[src/cau_step.sv]
// One pipeline stage of the shared divide / square root chain: settles one
// quotient bit per divider lane, one root bit if IDX < W. Depends on nothing.
module cau_step #(
    parameter int DATA_WIDTH = 16,
    parameter int FRAC_BITS  = 8,
    parameter int IDX        = 0,
    parameter int SIDE_W     = 8
) (
    input  logic                      clk,
    input  logic                      rst_n,
    input  logic                      en,
    input  logic                      in_valid,
    input  logic [3*DATA_WIDTH+FRAC_BITS:0] in_rem_r,
    input  logic [3*DATA_WIDTH+FRAC_BITS:0] in_rem_i,
    input  logic [DATA_WIDTH:0]       in_q_r,
    input  logic [DATA_WIDTH:0]       in_q_i,
    input  logic [2*DATA_WIDTH-1:0]   in_den,
    input  logic [2*DATA_WIDTH:0]     in_sq_rem,
    input  logic [DATA_WIDTH-1:0]     in_root,
    input  logic [SIDE_W-1:0]         in_side,
    output logic                      out_valid,
    output logic [3*DATA_WIDTH+FRAC_BITS:0] out_rem_r,
    output logic [3*DATA_WIDTH+FRAC_BITS:0] out_rem_i,
    output logic [DATA_WIDTH:0]       out_q_r,
    output logic [DATA_WIDTH:0]       out_q_i,
    output logic [2*DATA_WIDTH-1:0]   out_den,
    output logic [2*DATA_WIDTH:0]     out_sq_rem,
    output logic [DATA_WIDTH-1:0]     out_root,
    output logic [SIDE_W-1:0]         out_side
);
    localparam int W   = DATA_WIDTH;
    localparam int PW  = 2 * W;
    localparam int RW  = 3 * W + FRAC_BITS + 1;
    localparam int SQW = 2 * W + 1;
    localparam int DB  = W - IDX;

    logic [RW-1:0]  dsh;
    logic           take_r;
    logic           take_i;
    logic [RW-1:0]  rem_r_next;
    logic [RW-1:0]  rem_i_next;
    logic [W:0]     q_r_next;
    logic [W:0]     q_i_next;
    logic [SQW-1:0] sq_rem_next;
    logic [W-1:0]   root_next;
    logic           valid_reg;
    logic [RW-1:0]  rem_r_reg;
    logic [RW-1:0]  rem_i_reg;
    logic [W:0]     q_r_reg;
    logic [W:0]     q_i_reg;
    logic [PW-1:0]  den_reg;
    logic [SQW-1:0] sq_rem_reg;
    logic [W-1:0]   root_reg;
    logic [SIDE_W-1:0] side_reg;

    assign dsh    = {{(RW-PW){1'b0}}, in_den} << DB;
    assign take_r = in_rem_r >= dsh;
    assign take_i = in_rem_i >= dsh;

    always_comb
    begin
        rem_r_next   = take_r ? in_rem_r - dsh : in_rem_r;
        rem_i_next   = take_i ? in_rem_i - dsh : in_rem_i;
        q_r_next     = in_q_r;
        q_i_next     = in_q_i;
        q_r_next[DB] = take_r;
        q_i_next[DB] = take_i;
    end

    generate
        if (IDX < W)
        begin : g_root
            localparam int SB = W - 1 - IDX;
            logic [SQW-1:0] trial;
            logic           take_s;

            assign trial  = ({{(SQW-W){1'b0}}, in_root} << (SB + 1))
                            | ({{(SQW-1){1'b0}}, 1'b1} << (2 * SB));
            assign take_s = in_sq_rem >= trial;

            always_comb
            begin
                sq_rem_next   = take_s ? in_sq_rem - trial : in_sq_rem;
                root_next     = in_root;
                root_next[SB] = take_s;
            end
        end
        else
        begin : g_no_root
            assign sq_rem_next = in_sq_rem;
            assign root_next   = in_root;
        end
    endgenerate

    always_ff @(posedge clk or negedge rst_n)
    begin
        if (!rst_n)
        begin
            valid_reg <= 1'b0;
        end
        else if (en)
        begin
            valid_reg <= in_valid;
        end
    end

    always_ff @(posedge clk)
    begin
        if (en)
        begin
            rem_r_reg  <= rem_r_next;
            rem_i_reg  <= rem_i_next;
            q_r_reg    <= q_r_next;
            q_i_reg    <= q_i_next;
            den_reg    <= in_den;
            sq_rem_reg <= sq_rem_next;
            root_reg   <= root_next;
            side_reg   <= in_side;
        end
    end

    assign out_valid  = valid_reg;
    assign out_rem_r  = rem_r_reg;
    assign out_rem_i  = rem_i_reg;
    assign out_q_r    = q_r_reg;
    assign out_q_i    = q_i_reg;
    assign out_den    = den_reg;
    assign out_sq_rem = sq_rem_reg;
    assign out_root   = root_reg;
    assign out_side   = side_reg;

endmodule

[config.mk]
export PLATFORM = sky130hd
export DESIGN_NAME = cau_step
export DESIGN_NICKNAME = d
export VERILOG_FILES = /design/src/cau_step.sv
export SDC_FILE = /design/constraint.sdc
export NUM_CORES = 1
export LEC_CHECK = 0
export BUFFER_PORTS_ARGS = -buffer_cell sky130_fd_sc_hd__buf_2
export CAP_MARGIN = 20
export CORE_UTILIZATION = 35
export DETAILED_ROUTE_END_ITERATION = 7
export GPL_TIMING_DRIVEN = 0
export MAX_ROUTING_LAYER = met4
export PLACE_DENSITY_LB_ADDON = 0.15
export SYNTH_ARGS = -nofsm -noshare
export SYNTH_HDL_FRONTEND = slang
export SYNTH_SLANG_ARGS = --single-unit
[constraint.sdc]
create_clock -name clk -period 1.4 [get_ports clk]
set_input_delay 0.28 -clock clk [delete_from_list [all_inputs] [get_ports clk]]
set_output_delay 0.28 -clock clk [all_outputs]
set_load 0.03 [all_outputs]
Word-level counts from Yosys, hierarchy flattened
Index checks and enable logic that the tools add are counted.
Operators by class
  add/subtract/negate cells: 3
  multipliers: 0
  div/mod/pow operators: 0
  order comparisons: 3
  equal/unequal tests: 0
  shifts and indexed selects: 0
  multiplexer cells: 3
  bitwise gates (word level): 0
  reduce and logical (&&, ||, !) cells: 0
Operator list (count)
  $ge A57 B48 Y1: 2
  $mux W57: 2
  $sub A57 B48 Y57: 2
  $ge A33 B32 Y1: 1
  $mux W33: 1
  $sub A33 B32 Y33: 1
Storage, ports and cells
  register bits after elaboration: 238
  latch bits: 0
  RAM bits: 0
  memory bits (read-only): 0
  input port bits: 241
  output and inout bits: 238
  logic and storage cells: 18
  memories: 0

Depth between registers and ports, before layout
Gate-level depths: netlist of the first run.
  word-level depth: 2
  gate-level depth with buffers: 13
  gate-level depth less buffers: 12

Worst setup path after synthesis of the first run
No wires, ideal clock.
  path type: input port to flip-flop
  from: input in_den[19]
  to: register rem_i_reg[55] (netlist: out_rem_i[55]) (data pin)
  library setup time: 0.262 ns
  data arrival time: 2.742 ns
  slack: -1.605 ns
  stages: 13
  path buffers: 2
  cells stage by stage: inv_1 > ha_1 > buf_4 > nand4_4 > nor4_4 > nand3_2 > a2111oi_2 > nor3_1 > o21a_1 > buf_6 > or4_4 > nor3_2 > xor2_1
On the way
  cells in the longest elaborated chain, start to end: 2
  elaborated cells between the ends (all ways): 3
  those cells by class: 1 x add/sub; 1 x order compare; 1 x mux
Ends and longest elaborated chain
  start: declaration: RTL line 17  | input logic [2*DATA_WIDTH-1:0] in_den,
  $sub A57 B48 Y57 or $ge A57 B48 Y1 (tied branches): RTL line 63, 58
  $mux W57 (*): RTL line 63  | rem_i_next = take_i ? in_rem_i - dsh : in_rem_i;
  net rem_i_next[55]: RTL line 41  | logic [RW-1:0] rem_i_next;
  end signal: assignment: RTL line 112  | rem_i_reg <= rem_i_next;
  end: declaration: RTL line 48  | logic [RW-1:0] rem_i_reg;
The timed path passes the listed nets; every way through them passes the cells marked *.
A chain may end at the register's enable or synchronous reset.

Worst setup path in the final report of the first run
  from: input in_den[22]
  to: register rem_i_reg[51] (netlist: out_rem_i[51]) (data pin)
Same word-level chain as after synthesis.

==> flow_summary.ini, run 1 <==
[finish]
drive_gt1_share_pct = 44.9
fillers = 2935
nNetsFinal = 2173
final_core_util_pct = 60.2
fin_area_um2 = 22100
syn_to_final_growth_pct = 69.3

[timing]
finalHoldViolations = 0
worst_pin_slew_ns = 0.734
final.setup_skew_ns = 0
finalSetupTns_ns = -103.11
slew_violations = 0
finalSetupViolCount = 125
period_share_pct = 189
fmaxAchievable_mhz = 377
fin_crit_ns = 2.65
worst_slack_ns = -1.25
grt_setup_unrepaired = true
worst_hold_slack_ns = 0.0198
slew_headroom_pct = 51.1

[place]
gp_congestion = 0.912
placed_cell_area_um2 = 16600
portBuffers = 475
dp_hpwl_mm = 36.5
place_ws_ns = -2.19

[power]
p_switching_uw = 7810
ir_drop_mv = 0.959
p_leak_uw = 0.00917
clkPwrFrac_pct = 29.0
p_per_area_nw_per_um2 = 1090
comb_power_share_pct = 32.8
intPower_uw = 16300
switching_share_pct = 32.4
p_seq_share_pct = 38.2

[floorplan]
fp.dieH_um = 195
dieArea_um2 = 38000
coreArea_um2 = 36600
initial_utilization_pct = 35.6
num_rows = 70
die_w_um = 195
ios = 479

[worst_setup_path]
end_kind = flip-flop
crit_type = in2reg
worstPathRequired_ns = 1.71
cp-start-kind = primary input
reg2reg_depth = 1
path_max_fanout = 4
worstPathArrival_ns = 2.96
r2r-start = out_valid
rrSetupSlack_ns = 0.63
reg2reg_to = out_valid

[synth]
synth-edff-count = 237
avgSynthCellArea_um2 = 11.4
syn-cell-area_um2 = 13000
synth_most_common_cell = edfxtp_1
synth_nets = 1468
yosysSeqAreaShare_pct = 54.8
yosys-top-cells-area = edfxtp_1 (55%), ha_1 (7.6%), o21ai_0 (3.9%), a21oi_1 (3.3%), xor2_1 (3.2%)
synth_top_flop_cell = edfxtp_1
synth_common_cells = edfxtp_1 (237), nand2_1 (108), o21ai_0 (102)
synth_seq_cells = 238
ys_types = 73
synthCells = 1145
synthArstFlopShare_pct = 0.420
synth_top_area_share_pct = 54.6
yosys.area.top_type = edfxtp_1
yosysWarningCount = 0

[global_routing]
antenna_found_initial = 9
grt_max_degree = 121
grt_pass1_wl_mm = 73.1
overflow = 0
grt_pass1_vias = 11951
grt_usage_pct = 26.3

[run]
cap_viol_max_count = 0

[drt]
routed_wl_mm = 51.1
drt_iter0_drc = 569
drc = 0
routed_via_density = 5.14
vias = 12085
wl_per_cell_um = 21.7
dr.pass1.iters = 5
drtAntennaViolNets = 0

[clock_network]
cts_buffers = 28
clk_pin_slew_ns = 0.06
clk_latency_ns = 0.56
htreeDepth = 1
clkSinkCount = 238
cts_buffer_depth = 3
clock-root-buffer = clkbuf_16
tritoncts = done

[outcome]
status = finished with violations
violations = setup timing

[hold_path]
hp-class = in2async
## registers in the layout, summed over array words and instances (netlist names)
signal      flops
out_den        32
out_q_i        17
out_q_r        17
out_rem_i      57
out_rem_r      57
out_root       16
out_side        8
out_sq_rem     33
out_valid       1
## what timing repair did
item,in CTS,in global routing
pin swaps,73,24
hold endpoints to repair,140,0
setup buffers,47,8
cloned,10,1
resized for setup,556,251
endpoints found under the setup margin,281,397
hold buffers,140,0
## cell type report
type | instances | area [um2] | share of cell area (%)
Sequential cell | 238 | 7140 | 32.4
Buffer | 31 | 473 | 2.14
Antenna cell | 11 | 27.5 | 0.125
Multi-Input combinational cell | 795 | 6610 | 30.0
Tap cell | 468 | 586 | 2.66
Timing Repair Buffer | 682 | 6010 | 27.3
Inverter | 74 | 342 | 1.55
Clock inverter | 16 | 111 | 0.505
Clock buffer | 35 | 748 | 3.39
## stage by stage
| stage | total power, uW | instances |
|---|---|---|
| 3_3_place_gp | 15200 | 2088 |
| 4_1_cts | 23700 | 2335 |
| 5_1_grt | 24900 | 2348 |
| 2_1_floorplan | 13100 | 1145 |
| 3_5_place_dp | 15200 | 2089 |
| 6_report | 24100 | 2350 |
## power groups by stage
stage          sequential (uW)  clock [uW]  combinational (uW)
2_1_floorplan            10700           0                2320
3_3_place_gp              9160           0                6010
3_5_place_dp              9120           0                6040
4_1_cts                   9130        7120                7470
5_1_grt                   9250        7350                8340
6_report                  9190        6990                7900
## metal layers
layer | up-vias | global-route usage, % | wire, um
met5 | - | - | 0
met4 | 0 | 9.10 | 1620
met3 | 83 | 5.83 | 3770
met2 | 438 | 45.3 | 25900
met1 | 5828 | 29.9 | 19900
li1 | 5736 | - | -
## layout by cell type, fill, tap and decap left out, drive strengths merged, types with 6 or more instances in the layout
cell	Yosys	layout
o21ai	102	102
xnor2	42	42
nand3	12	12
o31ai	12	12
nor3	26	26
or3	10	10
nand2	108	108
nand2b	13	13
clkbuf	28	57
o21a	12	12
buf	10	551
clkinvlp	0	6
a21o	32	32
inv	74	72
a21oi	85	85
edfxtp	237	237
xor2	47	47
o211ai	8	8
nor4	12	12
mux2	17	17
nor2	58	58
nand4	22	22
nor2b	6	6
ha	79	79
dlygate4sd3	0	140
diode	0	11
clkinv	0	11
a211oi	8	8
o21bai	8	8
or4	6	6
a31oi	8	8
## cells by family after synthesis
kind of cell	Yosys count	synth area share, %
XOR/XNOR	89	5.98
adder cells (fa/ha/maj)	82	8.05
buffers and inverters	112	3.50
AO/OA/AOI/OAI	309	14.6
multiplexers	19	1.62
flip-flops	238	54.8
AND/OR/NAND/NOR	296	11.5
## worst max-delay path, stage by stage
cell and delay, ns:
buf_8 0.08, clkinvlp_4 0.13, ha_4 0.28, buf_4 0.15
a21o_1 0.15, a31o_2 0.22, or2_1 0.22, a211o_1 0.27
o21ai_4 0.21, o221ai_2 0.15, or4_4 0.58, nor3_4 0.15
xor2_1 0.09
## worst max path at each step
stage          depth (start not counted)            end  slack (ns)  startpoint
6_report                              13  out_rem_i[51]       -1.25  in_den[22]
5_1_grt                               13  out_rem_i[56]       -1.32  in_den[22]
4_1_cts                               13  out_rem_i[56]       -1.25  in_den[22]
3_5_place_dp                          13  out_rem_i[55]       -2.19   in_den[1]
3_3_place_gp                           2      out_valid       -3.54          en
2_1_floorplan                         13  out_rem_i[55]       -1.56  in_den[14]
Note: power is estimated with default switching activity, not from simulation.
==> run 2, diff against run 1 <==
--- a/config.mk
+++ b/config.mk
@@ -15,3 +15,4 @@
 export SYNTH_ARGS = -nofsm -noshare
 export SYNTH_HDL_FRONTEND = slang
 export SYNTH_SLANG_ARGS = --single-unit
+export TNS_END_PERCENT = 20
==> run 2 against run 1 <==
The run still ends with setup timing left. Wire length shrank 0.52%. Clock-buffer cell count is 1 higher. Register-to-register slack improved by 0.03 ns. Utilization fell by 0.77 points. Worst setup slack better by 0.076 ns. Critical path depth unchanged. Maximum frequency up 2.9%. Via count is 1.1% higher. Final cell count up 2.2%. Clock skew is the same. Sequential share of layout area is 0.42 points higher. Clock power is 1% lower.
==> flow_summary.ini, run 2 (same netlist as run 1, synthesis figures left out) <==
[worst_setup_path]
worstPathArrival_ns = 2.89
crit_type = in2reg
end_kind = flip-flop
crit_path_top_delay_cell = or4_4
path_max_fanout = 4
reg2reg_depth = 1
crit_chain = buf_2 -> inv_2 -> ha_4 -> nand3_2 -> o21bai_4 -> a31o_4 -> a2111oi_4 -> nor3_2 -> o21a_2 -> buf_8 -> or4_4 -> nor3_4 -> xor2_1
cp-start-kind = primary input
slowest_delay_ns = 0.54
worstPathRequired_ns = 1.72

[timing]
fmaxAchievable_mhz = 388
grt_setup_unrepaired = true
fin_crit_ns = 2.57
worst_pin_slew_ns = 0.715
slew_violations = 0
finalSetupViolCount = 136
final.setup_skew_ns = 0
worst_slack_ns = -1.17
slew_headroom_pct = 52.4
period_share_pct = 184
finalHoldViolations = 0

[place]
portBuffers = 475
gp_congestion = 0.907
dp_hpwl_mm = 36.6
place_ws_ns = -2.29

[drt]
routed_via_density = 5.09
vias = 12222
drc = 0
drtAntennaViolNets = 0
dr.pass1.iters = 5
routed_wl_mm = 50.8
drt_iter0_drc = 637
wl_per_cell_um = 21.2

[outcome]
status = finished with violations
violations = setup timing

[global_routing]
antenna_found_initial = 15
overflow = 0
grt_pass1_wl_mm = 74.4
grt_usage_pct = 26.8
grt_pass1_vias = 12478
grt_max_degree = 125

[finish]
multi_input_area_um2 = 6700
mostFrequentLayoutCells = buf_2 (362), edfxtp_1 (237), dlygate4sd3_1 (169)
final-seq-area_um2 = 7140
mostFrequentLayoutCell = buf_2
syn_to_final_growth_pct = 67.1
drive_gt1_share_pct = 44.6
fillers = 3084
nNetsFinal = 2219

[clock_network]
cts_buffer_depth = 3
htreeDepth = 1
clk_latency_ns = 0.56
cts_buffers = 28
tritoncts = done
clk_pin_slew_ns = 0.06
clkSinkCount = 238
clock-root-buffer = clkbuf_16

[floorplan]
ios = 479
fp.dieH_um = 195
num_rows = 70
die_w_um = 195
dieArea_um2 = 38000
initial_utilization_pct = 35.6
coreArea_um2 = 36600

[power]
power.total_uw = 23600
p_leak_uw = 0.00907
p_per_area_nw_per_um2 = 1080
ir_drop_mv = 0.977

[hold_path]
worstHoldPathCells = 2
hp-class = in2reg

[run]
cap_viol_max_count = 0
## run 2: changes by cell type in the layout (fill, tap and decap cells not counted), moves of 6 or more
| cell | previous run | this run |
|---|---|---|
| nand2_1 | 76 | 90 |
| dlygate4sd3_1 | 140 | 169 |
| buf_4 | 57 | 74 |
| o21ai_0 | 41 | 47 |
| nor2_2 | 1 | 7 |
| nand2_2 | 26 | 14 |
| a21oi_1 | 61 | 67 |
| a21oi_2 | 23 | 16 |
| buf_2 | 229 | 362 |
| ha_4 | 24 | 32 |
| ha_1 | 51 | 39 |
| nor2_4 | 10 | 4 |
| buf_6 | 246 | 102 |
## run 2: per-stage QoR
step / instances / hold slack, ns / cell area, um2 / util, % / TNS (ns)
floorplan: 1145 / -0.0156 / 13400 / - / -119.74
global placement: 2088 / 0.0549 / 16400 / 44.7 / -987.41
detailed placement: 2090 / 0.0578 / 16400 / 44.8 / -194.33
CTS: 2376 / 0.0000772 / 21400 / 58.4 / -92.78
global route: 2401 / 0.0132 / 21800 / 59.5 / -106.71
finish: 2402 / 0.0364 / 21800 / 59.5 / -93.35
## run 2: what timing repair did
action / 4_1_cts / 5_1_grt
setup endpoints to repair: 338 / 340
cloned: 10 / 0
gates resized for setup: 484 / 94
hold endpoints to repair: 170 / 0
hold buffers: 169 / 0
pin swaps: 75 / 30
buffers inserted: 61 / 19
## run 2: worst paths after layout
check | start | endpoint | slack (ns)
setup / recovery | in_den[3] | out_rem_i[51] | -1.17
hold / removal | in_rem_r[47] | out_rem_r[47] | 0.04
setup reg to reg | out_valid | out_valid | 0.66
hold reg to reg | out_valid | out_valid | 0.51
max in group asynchronous | rst_n | out_valid | 0.71
min in group asynchronous | rst_n | out_valid | 0.59
## run 2: layer usage
layer  vias to the layer above  wire length [um]  GRT usage [%]
met2                       437             25500           46.1
met3                        82              4050           7.36
met4                         0              1960           10.1
met5                         -                 0              -
met1                      5880             19400           29.3
li1                       5823                 -              -
## run 2: critical path: cells and delay by family
family | cells | cell delay [ns]
AO/OA/AOI/OAI | 4 | 1.00
AND/OR/NAND/NOR | 4 | 0.94
buffers and inverters | 3 | 0.29
adder cells (fa/ha/maj) | 1 | 0.28
XOR/XNOR | 1 | 0.09
## run 2: layout make-up
| type | count | share of cell area, % |
|---|---|---|
| multi-input cells | 795 | 30.8 |
| plain buffers | 25 | 1.96 |
| repair buffers | 734 | 26.0 |
| inverters | 74 | 1.67 |
| flip-flops and latches | 238 | 32.8 |
| clock buffers | 36 | 3.36 |
| clock inverters | 16 | 0.580 |
| well taps | 468 | 2.69 |
| diodes | 16 | 0.184 |
## run 2: power breakdown
| part | internal (uW) | switching [uW] | leakage (uW) |
|---|---|---|---|
| combinational | 3190 | 4430 | 0.00632 |
| sequential | 8820 | 260 | 0.00233 |
| clock | 3880 | 3030 | 0.000413 |
| total | 15900 | 7720 | 0.00907 |
==> run 3, diff against run 2 <==
--- a/config.mk
+++ b/config.mk
@@ -8,6 +8,7 @@
 export BUFFER_PORTS_ARGS = -buffer_cell sky130_fd_sc_hd__buf_2
 export CAP_MARGIN = 20
 export CORE_UTILIZATION = 35
+export CTS_BUF_LIST = sky130_fd_sc_hd__clkbuf_8
 export DETAILED_ROUTE_END_ITERATION = 7
 export GPL_TIMING_DRIVEN = 0
 export MAX_ROUTING_LAYER = met4
==> run 3 against run 2 <==
The flow still finishes with violations (setup timing). Sequential share of layout area is 1.2 points lower. Combinational power up 4.2%. Utilization up 2.3 points. Clock power decreased by 12%. Sequential power about the same. Global-route usage up 0.82 points. Final cell count up 2.8%. Power decreased by 2.2%. Clock skew is the same. First-iteration DRC count shrank 12%. Largest cell class unchanged. Largest power group unchanged.
==> flow_summary.ini, run 3 (same netlist as run 1, synthesis figures left out) <==
[drt]
wl_per_cell_um = 21.1
dr.pass1.iters = 4
routed_via_density = 5.05
drt_iter0_drc = 561
drc = 0
drtAntennaViolNets = 0
routed_wl_mm = 52.0
vias = 12480

[place]
dp_hpwl_mm = 36.6
gp_congestion = 0.907
dpl.cell_count = 2090
portBuffers = 475

[hold_path]
hp-class = in2reg

[global_routing]
grt_pass1_vias = 12841
grtUsageMet2_pct = 46.6
grt_pass1_wl_mm = 76.1
grt_max_degree = 125
overflow = 0
gr-usage-met3_pct = 8.75
busiest_layer = met2
met1_usage_pct = 29.7
antenna_found_initial = 14
grt_usage_pct = 27.6

[floorplan]
fp.dieH_um = 195
initial_utilization_pct = 35.6
ios = 479
coreArea_um2 = 36600
num_rows = 70
dieArea_um2 = 38000
die_w_um = 195

[clock_network]
clk_pin_slew_ns = 0.06
cts_buffers = 44
clkSinkCount = 238
htreeDepth = 2
clk_latency_ns = 0.59
cts_buffer_depth = 3
tritoncts = done
clock-root-buffer = clkbuf_8

[timing]
worst_pin_slew_ns = 0.708
fin_crit_ns = 2.57
worst_slack_ns = -1.17
slew_violations = 0
finalHoldViolations = 0
fmaxAchievable_mhz = 390
grt_setup_unrepaired = true
slew_headroom_pct = 52.8
finalSetupViolCount = 339
period_share_pct = 183
worst_hold_slack_ns = 0.0542
final.setup_skew_ns = 0

[finish]
mostFrequentLayoutCell = buf_2
mostFrequentLayoutCells = buf_2 (318), edfxtp_1 (237), dlygate4sd3_1 (224)
drive_gt1_share_pct = 45.5
fillers = 2999
nNetsFinal = 2285
stdcell_count = 2469
final_core_util_pct = 61.8
syn_to_final_growth_pct = 73.5

[worst_setup_path]
path_max_fanout = 5
worstPathRequired_ns = 1.75
crit_type = in2reg
cp-start-kind = primary input
worstPathArrival_ns = 2.91
end_kind = flip-flop

[outcome]
violations = setup timing
status = finished with violations

[power]
p_per_area_nw_per_um2 = 1020
power.total_uw = 23100
ir_drop_mv = 0.671
p_leak_uw = 0.00961

[run]
cap_viol_max_count = 0
-- run 3: layer usage --
metal / wire, um / vias up
met5: 0 / -
met4: 2140 / 0
met3: 4160 / 114
met2: 25900 / 423
met1: 19800 / 5980
li1: - / 5963
-- run 3: per-stage QoR --
step | area (um2) | setup WS (ns) | TNS, ns
floorplan | 13400 | -1.56 | -119.74
CTS | 22000 | -1.02 | -97.97
finish | 22600 | -1.17 | -93.87
global placement | 16400 | -3.54 | -987.41
detailed placement | 16400 | -2.29 | -194.33
global route | 22600 | -1.25 | -114.98
-- run 3: power breakdown --
group          switching [uW]  internal (uW)
Sequential                284           8820
Combinational            4490           3450
Clock                    2990           3060
Total                    7770          15300
-- run 3: area by class of cell --
class | count | area [um2] | share of cell area (%)
Antenna cell | 14 | 35.0 | 0.155
Clock inverter | 24 | 105 | 0.465
Timing Repair Buffer | 786 | 6470 | 28.6
Tap cell | 468 | 586 | 2.59
Multi-Input combinational cell | 795 | 6870 | 30.4
Inverter | 74 | 374 | 1.65
Clock buffer | 47 | 647 | 2.86
Sequential cell | 238 | 7140 | 31.6
Buffer | 23 | 373 | 1.65
-- run 3: critical path, stage by stage --
cell and delay [ns]:
buf_4 0.12, inv_4 0.05, ha_4 0.29, nand2_4 0.08, nor4_4 0.31, nand3_2 0.14
a2111oi_4 0.33, nor3_2 0.11, o21a_2 0.26, buf_8 0.14, or4_4 0.49, nor3_4 0.21
xor2_1 0.09
-- run 3: what timing repair did --
item                       CTS  global route
pin swaps                  105            46
setup buffers               55            26
hold buffers               222             2
hold endpoints to repair   223             2
setup endpoints to repair  340           341
resized for setup          607           141
cloned                       8             1
-- run 3: final timing paths --
kind / start / end / slack, ns / cells past startpoint
min: in_rem_i[34] / out_rem_i[34] / 0.05 / 3
max in group asynchronous: rst_n / out_valid / 0.76 / 3
min in group asynchronous: rst_n / out_valid / 0.54 / 3
max: in_den[23] / out_rem_i[51] / -1.17 / 13
max reg2reg: out_valid / out_valid / 0.64 / 1
min reg2reg: out_valid / out_valid / 0.52 / 1
